## config.mk

```make
export PLATFORM = sky130hd
export DESIGN_NAME = dvb_delivery_descriptor_decoder_core_flat
export DESIGN_NICKNAME = d
export VERILOG_FILES = /design/src/hw/rtl/ddd_pkg.sv /design/src/hw/rtl/ddd_in_if.sv /design/src/hw/rtl/ddd_out_if.sv /design/src/hw/rtl/ddd_cfg_if.sv /design/src/hw/rtl/ddd_decode.sv /design/src/hw/rtl/ddd_scale.sv /design/src/hw/rtl/dvb_delivery_descriptor_decoder_core.sv /design/src/flat_wrapper.sv
export VERILOG_INCLUDE_DIRS = /design/src /design/src/hw/rtl
export SDC_FILE = /design/constraint.sdc
export NUM_CORES = 2
export LEC_CHECK = 0
export BUFFER_PORTS_ARGS = -buffer_cell sky130_fd_sc_hd__buf_2
export CAP_MARGIN = 20
export CORE_ASPECT_RATIO = 0.5
export CORE_MARGIN = 2
export CORE_UTILIZATION = 68
export DETAILED_ROUTE_END_ITERATION = 10
export HOLD_SLACK_MARGIN = 0.15
export PLACE_DENSITY = 0.88
export SETUP_SLACK_MARGIN = 0.15
export SYNTH_ARGS = -nofsm -noshare
export SYNTH_HDL_FRONTEND = slang
export SYNTH_SLANG_ARGS = --single-unit
```

## constraint.sdc

```tcl
create_clock -name clk -period 24.6 [get_ports clk]
set_input_delay 6.15 -clock clk [delete_from_list [all_inputs] [get_ports clk]]
set_output_delay 6.15 -clock clk [all_outputs]
set_load 0.01 [all_outputs]
```

## src/hw/rtl/dvb_delivery_descriptor_decoder_core_macros.svh

```systemverilog
// Assertion macros shared by the descriptor decoder RTL.
`ifndef DVB_DELIVERY_DESCRIPTOR_DECODER_CORE_MACROS_SVH
`define DVB_DELIVERY_DESCRIPTOR_DECODER_CORE_MACROS_SVH
`ifndef SYNTHESIS
// Clocked property check, disabled while reset is held.
`define DDD_ASSERT(label, prop, msg) \
  label: assert property (@(posedge clk) disable iff (!rst_n) (prop)) else $error(msg);
// Condition that must never be seen at a clock edge.
`define DDD_ASSERT_NEVER(label, cond, msg) \
  `DDD_ASSERT(label, !(cond), msg)
`else
`define DDD_ASSERT(label, prop, msg)
`define DDD_ASSERT_NEVER(label, cond, msg)
`endif
`endif

```

## src/hw/rtl/ddd_pkg.sv

```systemverilog
// Types and constants of the DVB delivery descriptor decoder.
package ddd_pkg;

  // Field widths
  localparam int TAG_W       = 8;
  localparam int SIZE_W      = 8;
  localparam int WORD_W      = 32;
  localparam int TAIL_W      = 24;
  localparam int FREQ_W      = 40;
  localparam int SRATE_W     = 30;
  localparam int BCD_W       = 28;
  localparam int SBASE_W     = 24;
  localparam int FMULT_W     = 14;
  localparam int CFG_IDX_W   = 2;

  // Configuration register indexes
  localparam logic [CFG_IDX_W-1:0] CFG_SAT_TAG = 2'd0;
  localparam logic [CFG_IDX_W-1:0] CFG_CAB_TAG = 2'd1;
  localparam logic [CFG_IDX_W-1:0] CFG_TER_TAG = 2'd2;

  // Tag reset values
  localparam logic [TAG_W-1:0] SAT_TAG_RST = 8'd67;
  localparam logic [TAG_W-1:0] CAB_TAG_RST = 8'd68;
  localparam logic [TAG_W-1:0] TER_TAG_RST = 8'd90;

  localparam logic [SIZE_W-1:0] MIN_PAYLOAD = 8'd11;

  // Frequency scale per system and saturation limits
  localparam logic [FMULT_W-1:0] FMULT_SAT  = 14'd10000;
  localparam logic [FMULT_W-1:0] FMULT_CAB  = 14'd100;
  localparam logic [FMULT_W-1:0] FMULT_TER  = 14'd10;
  localparam logic [6:0]         SRATE_MULT = 7'd100;
  localparam logic [FREQ_W-1:0]  FREQ_MAX   = 40'd999999990000;
  localparam logic [SRATE_W-1:0] SRATE_MAX  = 30'd999999900;

  // Delivery system codes
  localparam logic [2:0] SYS_NONE = 3'd0;
  localparam logic [2:0] SYS_S    = 3'd1;
  localparam logic [2:0] SYS_S2   = 3'd2;
  localparam logic [2:0] SYS_C    = 3'd3;
  localparam logic [2:0] SYS_T    = 3'd4;

  // Parameter codes (first member of each run used as a base)
  localparam logic [3:0] FEC_ANY        = 4'd1;
  localparam logic [3:0] FEC_1_2        = 4'd2;
  localparam logic [3:0] FEC_NO_FEC     = 4'd11;
  localparam logic [3:0] MOD_AUTO       = 4'd1;
  localparam logic [3:0] MOD_QPSK       = 4'd2;
  localparam logic [3:0] MOD_8PSK       = 4'd3;
  localparam logic [3:0] MOD_16QAM      = 4'd4;
  localparam logic [3:0] MOD_64QAM      = 4'd6;
  localparam logic [2:0] POL_H          = 3'd1;
  localparam logic [2:0] ROLL_AUTO      = 3'd1;
  localparam logic [2:0] ROLL_035       = 3'd2;
  localparam logic [2:0] BW_AUTO        = 3'd1;
  localparam logic [2:0] BW_8MHZ        = 3'd2;
  localparam logic [2:0] TM_AUTO        = 3'd1;
  localparam logic [2:0] TM_2K          = 3'd2;
  localparam logic [2:0] GI_1_32        = 3'd1;
  localparam logic [2:0] HIER_NONE      = 3'd1;

  // One descriptor as it arrives
  typedef struct packed {
    logic              descriptor_valid;
    logic [TAG_W-1:0]  tag;
    logic [SIZE_W-1:0] payload_size;
    logic [WORD_W-1:0] payload_first_word;
    logic [WORD_W-1:0] payload_second_word;
    logic [TAIL_W-1:0] payload_tail;
  } ddd_item_t;

  // Small coded result fields
  typedef struct packed {
    logic [2:0] polarity;
    logic [3:0] primary_fec;
    logic [2:0] low_priority_fec;
    logic [3:0] modulation;
    logic [2:0] rolloff;
    logic [2:0] bandwidth;
    logic [2:0] tx_mode;
    logic [2:0] guard_int;
    logic [2:0] hierarchy;
  } ddd_codes_t;

  // Decoded descriptor ahead of scaling
  typedef struct packed {
    logic [2:0]         sys;
    logic [WORD_W-1:0]  freq_base;
    logic [FMULT_W-1:0] freq_mult;
    logic [SBASE_W-1:0] srate_base;
    ddd_codes_t         codes;
  } ddd_stage_t;

  // Final result item
  typedef struct packed {
    logic [2:0]         sys_code;
    logic [FREQ_W-1:0]  frequency_hz;
    logic [SRATE_W-1:0] sym_rate;
    ddd_codes_t         codes;
  } ddd_result_t;

endpackage

```

## src/hw/rtl/ddd_in_if.sv

```systemverilog
// Descriptor input channel.
interface ddd_in_if import ddd_pkg::*; ();
  logic              valid;
  logic              ready;
  logic              descriptor_valid;
  logic [TAG_W-1:0]  tag;
  logic [SIZE_W-1:0] payload_size;
  logic [WORD_W-1:0] payload_first_word;
  logic [WORD_W-1:0] payload_second_word;
  logic [TAIL_W-1:0] payload_tail;

  modport source (
    output valid, descriptor_valid, tag, payload_size,
           payload_first_word, payload_second_word, payload_tail,
    input  ready
  );
  modport sink (
    input  valid, descriptor_valid, tag, payload_size,
           payload_first_word, payload_second_word, payload_tail,
    output ready
  );
endinterface

```

## src/hw/rtl/ddd_out_if.sv

```systemverilog
// Decoded tuning parameter output channel.
interface ddd_out_if import ddd_pkg::*; ();
  logic               valid;
  logic               ready;
  logic [2:0]         sys_code;
  logic [FREQ_W-1:0]  frequency_hz;
  logic [SRATE_W-1:0] sym_rate;
  logic [2:0]         polarity;
  logic [3:0]         primary_fec;
  logic [2:0]         low_priority_fec;
  logic [3:0]         modulation;
  logic [2:0]         rolloff;
  logic [2:0]         bandwidth;
  logic [2:0]         tx_mode;
  logic [2:0]         guard_int;
  logic [2:0]         hierarchy;

  modport source (
    output valid, sys_code, frequency_hz, sym_rate, polarity,
           primary_fec, low_priority_fec, modulation, rolloff, bandwidth,
           tx_mode, guard_int, hierarchy,
    input  ready
  );
  modport sink (
    input  valid, sys_code, frequency_hz, sym_rate, polarity,
           primary_fec, low_priority_fec, modulation, rolloff, bandwidth,
           tx_mode, guard_int, hierarchy,
    output ready
  );
endinterface

```

## src/hw/rtl/ddd_cfg_if.sv

```systemverilog
// Configuration register write channel.
interface ddd_cfg_if import ddd_pkg::*; ();
  logic                 valid;
  logic                 ready;
  logic [CFG_IDX_W-1:0] index;
  logic [TAG_W-1:0]     data;

  modport source (output valid, index, data, input ready);
  modport sink (input valid, index, data, output ready);
endinterface

```

## src/hw/rtl/ddd_decode.sv

```systemverilog
// Descriptor classification, bit slicing and BCD digit sums.
module ddd_decode import ddd_pkg::*; (
  input  ddd_item_t        item,
  input  logic [TAG_W-1:0] sat_tag,
  input  logic [TAG_W-1:0] cab_tag,
  input  logic [TAG_W-1:0] ter_tag,
  output ddd_stage_t       dec
);

  // Decimal weight of each nibble, least significant first
  localparam logic [BCD_W-1:0] BCD_WEIGHT [8] = '{
    28'd1, 28'd10, 28'd100, 28'd1000,
    28'd10000, 28'd100000, 28'd1000000, 28'd10000000
  };

  // Weighted nibble sum; nibbles above 9 are taken at face value
  function automatic logic [BCD_W-1:0] bcd_sum(input logic [WORD_W-1:0] v);
    logic [BCD_W-1:0] acc;
    logic [BCD_W-1:0] nib;
    acc = '0;
    for (int i = 0; i < 8; i++) begin
      nib = BCD_W'(v[4*i +: 4]);
      acc = acc + BCD_W'(nib * BCD_WEIGHT[i]);
    end
    return acc;
  endfunction

  function automatic logic [3:0] sat_cab_fec(input logic [3:0] code);
    logic [3:0] res;
    if (code >= 4'd1 && code <= 4'd9) begin
      res = FEC_ANY + code;
    end else if (code == 4'hF) begin
      res = FEC_NO_FEC;
    end else begin
      res = FEC_ANY;
    end
    return res;
  endfunction

  function automatic logic [3:0] ter_fec(input logic [2:0] code);
    return (code <= 3'd4) ? FEC_1_2 + 4'(code) : FEC_ANY;
  endfunction

  logic [7:0]       b4, b5, b6, b7, b10;
  logic             ok, is_sat, is_cab, is_ter;
  logic [BCD_W-1:0] fdig, sdig;
  logic [1:0]       ro;

  assign b4  = item.payload_second_word[31:24];
  assign b5  = item.payload_second_word[23:16];
  assign b6  = item.payload_second_word[15:8];
  assign b7  = item.payload_second_word[7:0];
  assign b10 = item.payload_tail[7:0];
  assign ro  = b6[4:3];

  // Tag match with satellite over cable over terrestrial
  assign ok     = item.descriptor_valid && (item.payload_size >= MIN_PAYLOAD);
  assign is_sat = ok && (item.tag == sat_tag);
  assign is_cab = ok && !is_sat && (item.tag == cab_tag);
  assign is_ter = ok && !is_sat && !is_cab && (item.tag == ter_tag);

  // Frequency is 8 BCD digits, symbol rate 7 of bytes 7..9, 10[7:4]
  assign fdig = bcd_sum(item.payload_first_word);
  assign sdig = bcd_sum({4'h0, b7, item.payload_tail[23:4]});

  always_comb begin
    dec = '0;
    if (is_sat || is_cab) begin
      dec.freq_base         = WORD_W'(fdig);
      dec.freq_mult         = is_sat ? FMULT_SAT : FMULT_CAB;
      dec.srate_base        = sdig[SBASE_W-1:0];
      dec.codes.primary_fec = sat_cab_fec(b10[3:0]);
      if (is_sat) begin
        dec.codes.polarity   = POL_H + 3'(b6[6:5]);
        dec.codes.modulation = MOD_AUTO + 4'(b6[1:0]);
        if (!b6[2]) begin
          dec.sys           = SYS_S;
          dec.codes.rolloff = ROLL_AUTO;
        end else begin
          dec.sys           = SYS_S2;
          dec.codes.rolloff = (ro == 2'd3) ? ROLL_AUTO : ROLL_035 + 3'(ro);
        end
      end else begin
        dec.sys = SYS_C;
        // cable modulation 1..5 maps onto 16QAM..256QAM
        dec.codes.modulation = (b6 >= 8'd1 && b6 <= 8'd5) ?
                               MOD_8PSK + 4'(b6[2:0]) : MOD_AUTO;
      end
    end else if (is_ter) begin
      dec.sys       = SYS_T;
      // all-ones frequency means not given
      dec.freq_base = (&item.payload_first_word) ? '0 : item.payload_first_word;
      dec.freq_mult = FMULT_TER;
      dec.codes.primary_fec      = ter_fec(b5[2:0]);
      dec.codes.low_priority_fec = 3'(ter_fec(b6[7:5]));
      case (b5[7:6])
        2'd0:    dec.codes.modulation = MOD_QPSK;
        2'd1:    dec.codes.modulation = MOD_16QAM;
        2'd2:    dec.codes.modulation = MOD_64QAM;
        default: dec.codes.modulation = MOD_AUTO;
      endcase
      dec.codes.bandwidth = (b4[7:5] <= 3'd3) ? BW_8MHZ + b4[7:5] : BW_AUTO;
      dec.codes.tx_mode   = (b6[2:1] <= 2'd2) ? TM_2K + 3'(b6[2:1]) : TM_AUTO;
      dec.codes.guard_int = GI_1_32 + 3'(b6[4:3]);
      dec.codes.hierarchy = HIER_NONE + 3'(b5[4:3]);
    end
  end

endmodule

```

## src/hw/rtl/ddd_scale.sv

```systemverilog
// Unit scaling and saturation of frequency and symbol rate.
module ddd_scale import ddd_pkg::*; (
  input  ddd_stage_t  dec,
  output ddd_result_t res
);

  localparam int FPROD_W = WORD_W + FMULT_W;
  localparam int SPROD_W = SBASE_W + 7;

  logic [FPROD_W-1:0] freq_prod;
  logic [SPROD_W-1:0] srate_prod;

  // One multiply per quantity
  assign freq_prod  = FPROD_W'(dec.freq_base) * FPROD_W'(dec.freq_mult);
  assign srate_prod = SPROD_W'(dec.srate_base) * SPROD_W'(SRATE_MULT);

  always_comb begin
    res.sys_code     = dec.sys;
    res.frequency_hz = (freq_prod > FPROD_W'(FREQ_MAX)) ?
                       FREQ_MAX : freq_prod[FREQ_W-1:0];
    res.sym_rate     = (srate_prod > SPROD_W'(SRATE_MAX)) ?
                       SRATE_MAX : srate_prod[SRATE_W-1:0];
    res.codes        = dec.codes;
  end

endmodule

```

## src/hw/rtl/dvb_delivery_descriptor_decoder_core.sv

```systemverilog
// Top level of the DVB delivery descriptor decoder.
//
// Decodes one satellite, cable or terrestrial delivery descriptor per clock
// cycle into tuning parameters while the output does not stall. Each item
// passes three registers in order (input, decode, result) and is offered
// on the output from the result register. Bubbles close up under an output
// stall, and input ready drops only once every stage is occupied. The BCD
// digit sums sit in the decode stage and the scaling multiply with
// saturation in the result stage. Tag registers are written through the
// configuration channel, which is always ready; write them only while no
// item is in flight.
`include "dvb_delivery_descriptor_decoder_core_macros.svh"

module dvb_delivery_descriptor_decoder_core import ddd_pkg::*; (
  input  logic   clk,
  input  logic   rst_n,
  ddd_in_if.sink   in_if,
  ddd_out_if.source out_if,
  ddd_cfg_if.sink  cfg_if
);

  // Tag registers
  logic [TAG_W-1:0] sat_tag_r, cab_tag_r, ter_tag_r;

  assign cfg_if.ready = 1'b1;

  always_ff @(posedge clk) begin
    if (!rst_n) begin
      sat_tag_r <= SAT_TAG_RST;
      cab_tag_r <= CAB_TAG_RST;
      ter_tag_r <= TER_TAG_RST;
    end else if (cfg_if.valid) begin
      case (cfg_if.index)
        CFG_SAT_TAG: sat_tag_r <= cfg_if.data;
        CFG_CAB_TAG: cab_tag_r <= cfg_if.data;
        CFG_TER_TAG: ter_tag_r <= cfg_if.data;
        default:     ;
      endcase
    end
  end

  // Pipeline handshake
  logic v1_r, v2_r, v3_r;
  logic v1_nxt, v2_nxt, v3_nxt;
  logic s2_ready, s3_ready, adv2, adv3, in_xfer, out_xfer;

  assign s3_ready     = !v3_r || out_if.ready;
  assign adv3         = v2_r && s3_ready;
  assign s2_ready     = !v2_r || s3_ready;
  assign adv2         = v1_r && s2_ready;
  assign in_if.ready  = !v1_r || s2_ready;
  assign in_xfer      = in_if.valid && in_if.ready;
  assign out_xfer     = v3_r && out_if.ready;

  assign v1_nxt = in_xfer ? 1'b1 : (adv2 ? 1'b0 : v1_r);
  assign v2_nxt = adv2    ? 1'b1 : (adv3 ? 1'b0 : v2_r);
  assign v3_nxt = adv3    ? 1'b1 : (out_xfer ? 1'b0 : v3_r);

  always_ff @(posedge clk) begin
    if (!rst_n) begin
      v1_r <= 1'b0;
      v2_r <= 1'b0;
      v3_r <= 1'b0;
    end else begin
      v1_r <= v1_nxt;
      v2_r <= v2_nxt;
      v3_r <= v3_nxt;
    end
  end

  // Stage payloads
  ddd_item_t   item_r, item_nxt;
  ddd_stage_t  dec_r, dec_nxt;
  ddd_result_t res_r, res_nxt;

  always_comb begin
    item_nxt.descriptor_valid    = in_if.descriptor_valid;
    item_nxt.tag                 = in_if.tag;
    item_nxt.payload_size        = in_if.payload_size;
    item_nxt.payload_first_word  = in_if.payload_first_word;
    item_nxt.payload_second_word = in_if.payload_second_word;
    item_nxt.payload_tail        = in_if.payload_tail;
  end

  ddd_decode u_decode (
    .item    (item_r),
    .sat_tag (sat_tag_r),
    .cab_tag (cab_tag_r),
    .ter_tag (ter_tag_r),
    .dec     (dec_nxt)
  );

  ddd_scale u_scale (
    .dec (dec_r),
    .res (res_nxt)
  );

  always_ff @(posedge clk) begin
    if (in_xfer) begin
      item_r <= item_nxt;
    end
    if (adv2) begin
      dec_r <= dec_nxt;
    end
    if (adv3) begin
      res_r <= res_nxt;
    end
  end

  // Result channel
  assign out_if.valid            = v3_r;
  assign out_if.sys_code         = res_r.sys_code;
  assign out_if.frequency_hz     = res_r.frequency_hz;
  assign out_if.sym_rate         = res_r.sym_rate;
  assign out_if.polarity         = res_r.codes.polarity;
  assign out_if.primary_fec      = res_r.codes.primary_fec;
  assign out_if.low_priority_fec = res_r.codes.low_priority_fec;
  assign out_if.modulation       = res_r.codes.modulation;
  assign out_if.rolloff          = res_r.codes.rolloff;
  assign out_if.bandwidth        = res_r.codes.bandwidth;
  assign out_if.tx_mode          = res_r.codes.tx_mode;
  assign out_if.guard_int        = res_r.codes.guard_int;
  assign out_if.hierarchy        = res_r.codes.hierarchy;

  // Checks
  `DDD_ASSERT(a_in_xfer_fills_s1, in_xfer |=> v1_r, "input transfer lost at stage 1")
  `DDD_ASSERT(a_fail_clears,
              (v3_r && res_r.sys_code == SYS_NONE) |->
              (res_r.frequency_hz == '0 && res_r.sym_rate == '0 && res_r.codes == '0),
              "failed decode carries nonzero fields")
  `DDD_ASSERT(a_ter_no_srate,
              (v3_r && res_r.sys_code == SYS_T) |->
              (res_r.sym_rate == '0 && res_r.codes.rolloff == '0),
              "terrestrial result carries satellite fields")
  `DDD_ASSERT_NEVER(a_freq_limit, v3_r && res_r.frequency_hz > FREQ_MAX, "frequency above limit")

endmodule

```

## src/flat_wrapper.sv

```systemverilog
// flat-port wrapper written by rule: the top's interface ports become plain ports
module dvb_delivery_descriptor_decoder_core_flat import ddd_pkg::*;
  (clk, rst_n, in_if_valid, in_if_descriptor_valid, in_if_tag, in_if_payload_size, in_if_payload_first_word, in_if_payload_second_word, in_if_payload_tail, in_if_ready, out_if_valid, out_if_sys_code, out_if_frequency_hz, out_if_sym_rate, out_if_polarity, out_if_primary_fec, out_if_low_priority_fec, out_if_modulation, out_if_rolloff, out_if_bandwidth, out_if_tx_mode, out_if_guard_int, out_if_hierarchy, out_if_ready, cfg_if_valid, cfg_if_index, cfg_if_data, cfg_if_ready);
  ddd_in_if in_if_i ();
  ddd_out_if out_if_i ();
  ddd_cfg_if cfg_if_i ();
  input  logic clk;
  input  logic rst_n;
  input wire logic [$bits(in_if_i.valid)-1:0] in_if_valid;
  input wire logic [$bits(in_if_i.descriptor_valid)-1:0] in_if_descriptor_valid;
  input wire logic [$bits(in_if_i.tag)-1:0] in_if_tag;
  input wire logic [$bits(in_if_i.payload_size)-1:0] in_if_payload_size;
  input wire logic [$bits(in_if_i.payload_first_word)-1:0] in_if_payload_first_word;
  input wire logic [$bits(in_if_i.payload_second_word)-1:0] in_if_payload_second_word;
  input wire logic [$bits(in_if_i.payload_tail)-1:0] in_if_payload_tail;
  output wire logic [$bits(in_if_i.ready)-1:0] in_if_ready;
  output wire logic [$bits(out_if_i.valid)-1:0] out_if_valid;
  output wire logic [$bits(out_if_i.sys_code)-1:0] out_if_sys_code;
  output wire logic [$bits(out_if_i.frequency_hz)-1:0] out_if_frequency_hz;
  output wire logic [$bits(out_if_i.sym_rate)-1:0] out_if_sym_rate;
  output wire logic [$bits(out_if_i.polarity)-1:0] out_if_polarity;
  output wire logic [$bits(out_if_i.primary_fec)-1:0] out_if_primary_fec;
  output wire logic [$bits(out_if_i.low_priority_fec)-1:0] out_if_low_priority_fec;
  output wire logic [$bits(out_if_i.modulation)-1:0] out_if_modulation;
  output wire logic [$bits(out_if_i.rolloff)-1:0] out_if_rolloff;
  output wire logic [$bits(out_if_i.bandwidth)-1:0] out_if_bandwidth;
  output wire logic [$bits(out_if_i.tx_mode)-1:0] out_if_tx_mode;
  output wire logic [$bits(out_if_i.guard_int)-1:0] out_if_guard_int;
  output wire logic [$bits(out_if_i.hierarchy)-1:0] out_if_hierarchy;
  input wire logic [$bits(out_if_i.ready)-1:0] out_if_ready;
  input wire logic [$bits(cfg_if_i.valid)-1:0] cfg_if_valid;
  input wire logic [$bits(cfg_if_i.index)-1:0] cfg_if_index;
  input wire logic [$bits(cfg_if_i.data)-1:0] cfg_if_data;
  output wire logic [$bits(cfg_if_i.ready)-1:0] cfg_if_ready;
  assign in_if_i.valid = in_if_valid;
  assign in_if_i.descriptor_valid = in_if_descriptor_valid;
  assign in_if_i.tag = in_if_tag;
  assign in_if_i.payload_size = in_if_payload_size;
  assign in_if_i.payload_first_word = in_if_payload_first_word;
  assign in_if_i.payload_second_word = in_if_payload_second_word;
  assign in_if_i.payload_tail = in_if_payload_tail;
  assign in_if_ready = in_if_i.ready;
  assign out_if_valid = out_if_i.valid;
  assign out_if_sys_code = out_if_i.sys_code;
  assign out_if_frequency_hz = out_if_i.frequency_hz;
  assign out_if_sym_rate = out_if_i.sym_rate;
  assign out_if_polarity = out_if_i.polarity;
  assign out_if_primary_fec = out_if_i.primary_fec;
  assign out_if_low_priority_fec = out_if_i.low_priority_fec;
  assign out_if_modulation = out_if_i.modulation;
  assign out_if_rolloff = out_if_i.rolloff;
  assign out_if_bandwidth = out_if_i.bandwidth;
  assign out_if_tx_mode = out_if_i.tx_mode;
  assign out_if_guard_int = out_if_i.guard_int;
  assign out_if_hierarchy = out_if_i.hierarchy;
  assign out_if_i.ready = out_if_ready;
  assign cfg_if_i.valid = cfg_if_valid;
  assign cfg_if_i.index = cfg_if_index;
  assign cfg_if_i.data = cfg_if_data;
  assign cfg_if_ready = cfg_if_i.ready;
  dvb_delivery_descriptor_decoder_core u_core (.clk(clk), .rst_n(rst_n), .in_if(in_if_i), .out_if(out_if_i), .cfg_if(cfg_if_i));
endmodule
```

* After elaboration in Yosys (flattened, before gate mapping)
Cells that the tools add are included.
Word-level totals: register bits after elaboration 336, output and inout bits 105, memory bits (read-only) 0, memories 0, word-level logic and storage cells 172, input port bits 120, memory bits (writable) 0, latch bits 0
Cells by class: mux-type cells 26, add/sub/neg operators 24, reductions and logical operators 37, bitwise operators 7, multipliers 15, divide/modulo/power cells 0, magnitude comparators 11, shifts and indexed selects 0, eq/ne operators 9
Operators with widths (number):
- 49-bit two-way mux | 2
- 46-bit by 40-bit > comparator with 1-bit output (second input constant) | 1
- 32-bit by 14-bit multiplier with 46-bit output | 1
- 19-bit by 21-bit adder with 22-bit output | 2
- 15-bit by 18-bit adder with 19-bit output | 2
- 4-bit by 14-bit multiplier with 18-bit output (second input constant) | 2
- 4-bit by 12-bit multiplier with 16-bit output (second input constant) | 2
- 32-bit two-way mux | 1
- 32-bit AND reduction | 1
- 31-bit by 30-bit > comparator with 1-bit output (second input constant) | 1
- 12-bit by 14-bit adder with 15-bit output | 2
- 24-bit by 5-bit multiplier with 29-bit output (second input constant) | 1
- 25-bit by 28-bit adder with 28-bit output | 1
- 4-bit by 10-bit multiplier with 14-bit output (second input constant) | 2
- 4-bit two-way mux | 7
- 22-bit by 24-bit adder with 25-bit output | 1
- 22-bit by 24-bit adder with 24-bit output | 1
- 9-bit by 11-bit adder with 12-bit output | 2
- 8-bit equality test | 3
- 4-bit by 7-bit multiplier with 11-bit output (second input constant) | 2
- 4-bit by 17-bit multiplier with 21-bit output (second input constant) | 1
- 4-bit by 8-bit adder with 9-bit output | 2
- 4-bit by 5-bit multiplier with 9-bit output (second input constant) | 2
- 4-bit by 3-bit multiplier with 7-bit output (second input constant) | 2
- other kinds (32) | 85

* Logic depth before layout (Yosys ltp)
depth after elaboration 11, depth in mapped cells 29, gate-level depth less buffers 29

* By module
Synthesis repeated with hierarchy kept, for this count alone.
Unflattened totals: cells, all modules 4032, area, all modules 40395.0 um2
By module, submodules not included:
- ddd_scale | seq. area each 0.0 um2, area an instance 18476.5 um2, cells an instance 2269, times used 1
- ddd_decode | seq. area each 0.0 um2, area an instance 11483.5 um2, cells an instance 1340, times used 1
- dvb_delivery_descriptor_decoder_core | seq. area each 9819.4 um2, area an instance 10435.0 um2, cells an instance 423, times used 1

* Worst setup path before layout
No wires, ideal clock.
path type input -> register, start in out_if_ready, end reg u_core.dec_r[0] in the netlist's numbering (enable), arrival 12769 ps, slack 11155 ps, stages 2, path buffers 0, library setup time 676 ps, data required time 23924 ps, path through nor2b_1 > a21boi_0
On the way: longest elaborated chain between the ends 3
Ends and longest elaborated chain:
- from (decl) | RTL line flat_wrapper.sv:30 | input wire logic [$bits(out_if_i.ready)-1:0] out_if_ready;
- 1-bit logical OR | RTL line dvb_delivery_descriptor_decoder_core.sv:47 | assign s3_ready = !v3_r || out_if.ready;
- 1-bit logical OR | RTL line dvb_delivery_descriptor_decoder_core.sv:49 | assign s2_ready = !v2_r || s3_ready;
- 1-bit logical AND | RTL line dvb_delivery_descriptor_decoder_core.sv:50 | assign adv2 = v1_r && s2_ready;
- via u_core.adv2 | RTL line dvb_delivery_descriptor_decoder_core.sv:45 | logic s2_ready, s3_ready, adv2, adv3, in_xfer, out_xfer;
- to (signal assigned) | RTL line dvb_delivery_descriptor_decoder_core.sv:103 | dec_r <= dec_nxt;
- to (decl) | RTL line dvb_delivery_descriptor_decoder_core.sv:73 | ddd_stage_t dec_r, dec_nxt;
The timed path passes the listed nets, and every way through them passes these cells. A chain may end at the register's enable or synchronous reset.

* Final worst setup path
start in out_if_ready, end out in_if_ready
On the way: longest elaborated chain between the ends 3
Ends and longest elaborated chain:
- 1-bit logical OR | RTL line dvb_delivery_descriptor_decoder_core.sv:47
- 1-bit logical OR | RTL line dvb_delivery_descriptor_decoder_core.sv:49
- 1-bit logical OR | RTL line dvb_delivery_descriptor_decoder_core.sv:51 | assign in_if.ready = !v1_r || s2_ready;
- to (decl) | RTL line flat_wrapper.sv:16 | output wire logic [$bits(in_if_i.ready)-1:0] in_if_ready;
No other way between the ends.

==> qor.yml <==
outcome:
  status: "complete, no violations"
synthesis:
  syn_inst: 3223
  async_reset_ff_share_pct: 0
  synth_edf_count: 288
  yosys_register_bits: 315
  postSynthAreaPerCell_um2: 10.8
  ys_types: 86
  seq_area_frac_synth_pct: 26.5
  syn_area_um2: 34700
  synthFlopType: "edfxtp_1"
  ys_warn_count: 0
worst_setup_path:
  critPathBufInv: 2
  arrival_ns: 7.17
  crit_fanout: 6
  crit_top_cell: "buf_2"
  path_class: "in2out"
  critPathTopFamily: "simple AND/OR/NAND/NOR gates"
  start_kind: "primary input"
  slowest_delay_ns: 0.58
  endpoint_kind: "output pin"
  slowest_stage: "nor2b_1"
  cp_data_required_time_ns: 18.45
  cp_cell_sequence: "buf_2 > nor2b_1 > nand3_1 > buf_2"
cts:
  postCtsHoldBufs: 0
  clkTransAtPathRegs_ns: 0.07
  cts_buffer_depth: 3
  htree_levels: 1
  clock-root-buffer: "clkbuf_16"
  cts_resized: 0
  post-cts-setup-buffer-count: 0
  insertion_delay_ns: 0.63
  cts.sinks: 315
  cts_tree: "built"
  tritoncts.num_buffers: 31
timing:
  drv_slew: 0
  setup_slack_ns: 11.28
  slew_headroom_pct: 33.6
  whs_ns: 0.418
  max_freq_mhz: 75.1
  finalCritPeriodShare_pct: 54.1
  setup_tns_ns: 0
  hold_viol_final: 0
  tightest_slew_ns: 0.996
  rsz0062_at_grt: "false"
  post-route-min-period_ns: 13.32
  fin_skew_ns: 0.0200
  setup_viol: 0
placed_design:
  io_buffer_count: 214
  pre_cts_ws_ns: 11.29
  place_congestion: 0.953
  hpwl_mm: 61.3
  place_inst: 4062
power_and_ir_drop:
  ir_worst_vdd_mv: 0.223
  power_density_nw_per_um2: 128
  cellLeakagePower_uw: 0.0185
floorplan:
  die_w_um: 323
  ios: 225
  row_count: 58
  die_h_um: 164
  die_area_um2: 52900
  initial_core_util_pct: 69.0
  core_um2: 50300
cells_and_area:
  fill_cells: 3218
  final_cell_mix: "ha_1 (601), inv_1 (494), fa_1 (349), edfxtp_1 (288), buf_2 (214)"
  drive_above_1_share_pct: 9.44
  nNetsFinal: 4476
  area_growth_pct: 8.40
  final_common_cell: "ha_1"
  final_cell_count_no_fill: 4123
route:
  firstDrtPassIters: 5
  via_per_inst: 5.83
  wl_per_cell_um: 18.5
  drcViolationCount: 0
  postRouteAntennaNets: 0
  wl_mm: 76.1
  drtIter0Drc: 1556
  vias: 24000
flow_run:
  max_cap_violations: 0
global_route:
  antenna_found_initial: 2
  grt_pass1_wl_mm: 125
  grt.total_usage_pct: 29.5
  grt_overflow_total: 0
  grt_pass1_vias: 25700
  grt_start_max_net_pins: 68
hold_path:
  hp-class: "reg2reg"
[per-stage QoR]
| step | power, uW | area (um2) | utilization, % |
|---|---|---|---|
| final | 4800 | 37600 | 74.7 |
| after global routing | 5270 | 37600 | 74.7 |
| after CTS | 4760 | 37600 | 74.7 |
| after detailed placement | 4150 | 36400 | 72.4 |
| after global placement | 3990 | 36400 | 72.4 |
| after floorplan | 3440 | 34700 | - |
[report_power, final]
part	internal (uW)	switching, uW	total [uW]
logic	1530	2070	3600
registers	629	33.0	662
clock network	310	228	538
total	2470	2330	4800
[sequential cells by signal, summed over array words and instances, names as in the netlist, 4 cells and up]
| signal | cells |
|---|---|
| u_core.dec_r | 90 |
| u_core.out_if.modulation | 4 |
| u_core.out_if.primary_fec | 4 |
| u_core.sat_tag_r | 8 |
| u_core.out_if.frequency_hz | 39 |
| u_core.out_if.sym_rate | 28 |
| u_core.ter_tag_r | 8 |
| u_core.cab_tag_r | 8 |
| u_core.item_r | 99 |
[layer usage]
metal,vias to the layer above,part of all wire (%),track usage (%)
met1,11700,40,35.7
li1,11400,-,-
met5,-,0,0
met4,0,4.2,12.1
met2,799,50,52.9
met3,220,5.6,4.67
[cell usage after synthesis, types with 8 or more instances]
cell | number | area, um2
nor4_1 | 14 | 87.6
nand4_1 | 21 | 131
a22o_1 | 9 | 78.8
nand3_1 | 22 | 110
dfxtp_1 | 27 | 541
or2_1 | 9 | 56.3
and2_1 | 84 | 526
a211oi_1 | 8 | 60.1
nand2_1 | 180 | 676
o21bai_1 | 16 | 120
o21a_1 | 25 | 188
edfxtp_1 | 288 | 8650
o21ai_0 | 95 | 475
a21oi_1 | 128 | 641
xnor2_1 | 127 | 1110
o31ai_1 | 8 | 60.1
nor2_1 | 130 | 488
nand2b_1 | 19 | 119
fa_1 | 349 | 6990
xor2_1 | 91 | 797
a31oi_1 | 23 | 144
a21boi_0 | 8 | 60.1
and3_1 | 26 | 163
nor3_1 | 38 | 190
clkbuf_1 | 59 | 221
buf_2 | 9 | 45.0
or2_2 | 13 | 81.3
a21o_1 | 66 | 495
inv_1 | 494 | 1850
nor2b_1 | 45 | 282
or3_1 | 9 | 56.3
o211ai_1 | 18 | 135
mux2i_1 | 33 | 330
ha_1 | 601 | 7520
[kinds of logic (layout without fill, tap and decap cells)]
family,count (synthesis),after routing,share of synthesized area (%)
buf+inv,573,779,6.34
flops,315,315,26.5
xor+xnor,218,218,5.51
mux,33,33,0.953
compound gates,492,492,9.52
other cells,2,6,0.0217
fa+ha+maj,950,950,41.8
simple gates,640,640,9.33
[final timing paths]
kind | from | endpoint | slack, ns | cells past startpoint
hold / removal | u_core.dec_r[4] | u_core.out_if.guard_int[1] | 0.42 | 0
hold reg to reg | u_core.dec_r[4] | u_core.out_if.guard_int[1] | 0.42 | 0
setup reg to reg | u_core.item_r[69] | u_core.dec_r[94] | 16.27 | 28
setup / recovery | out_if_ready | in_if_ready | 11.28 | 4
[layout make-up]
| type | instances | area (um2) | share of cell area [%] |
|---|---|---|---|
| antenna | 2 | 5.00 | 0.0133 |
| clock buffer | 35 | 791 | 2.10 |
| clock inverter | 23 | 353 | 0.939 |
| inverter | 494 | 1850 | 4.93 |
| multi-input combinational | 2337 | 23300 | 62.1 |
| sequential | 315 | 9190 | 24.4 |
| tap | 690 | 863 | 2.30 |
| timing repair buffer | 227 | 1190 | 3.16 |
(Power assumes the default switching activity.)
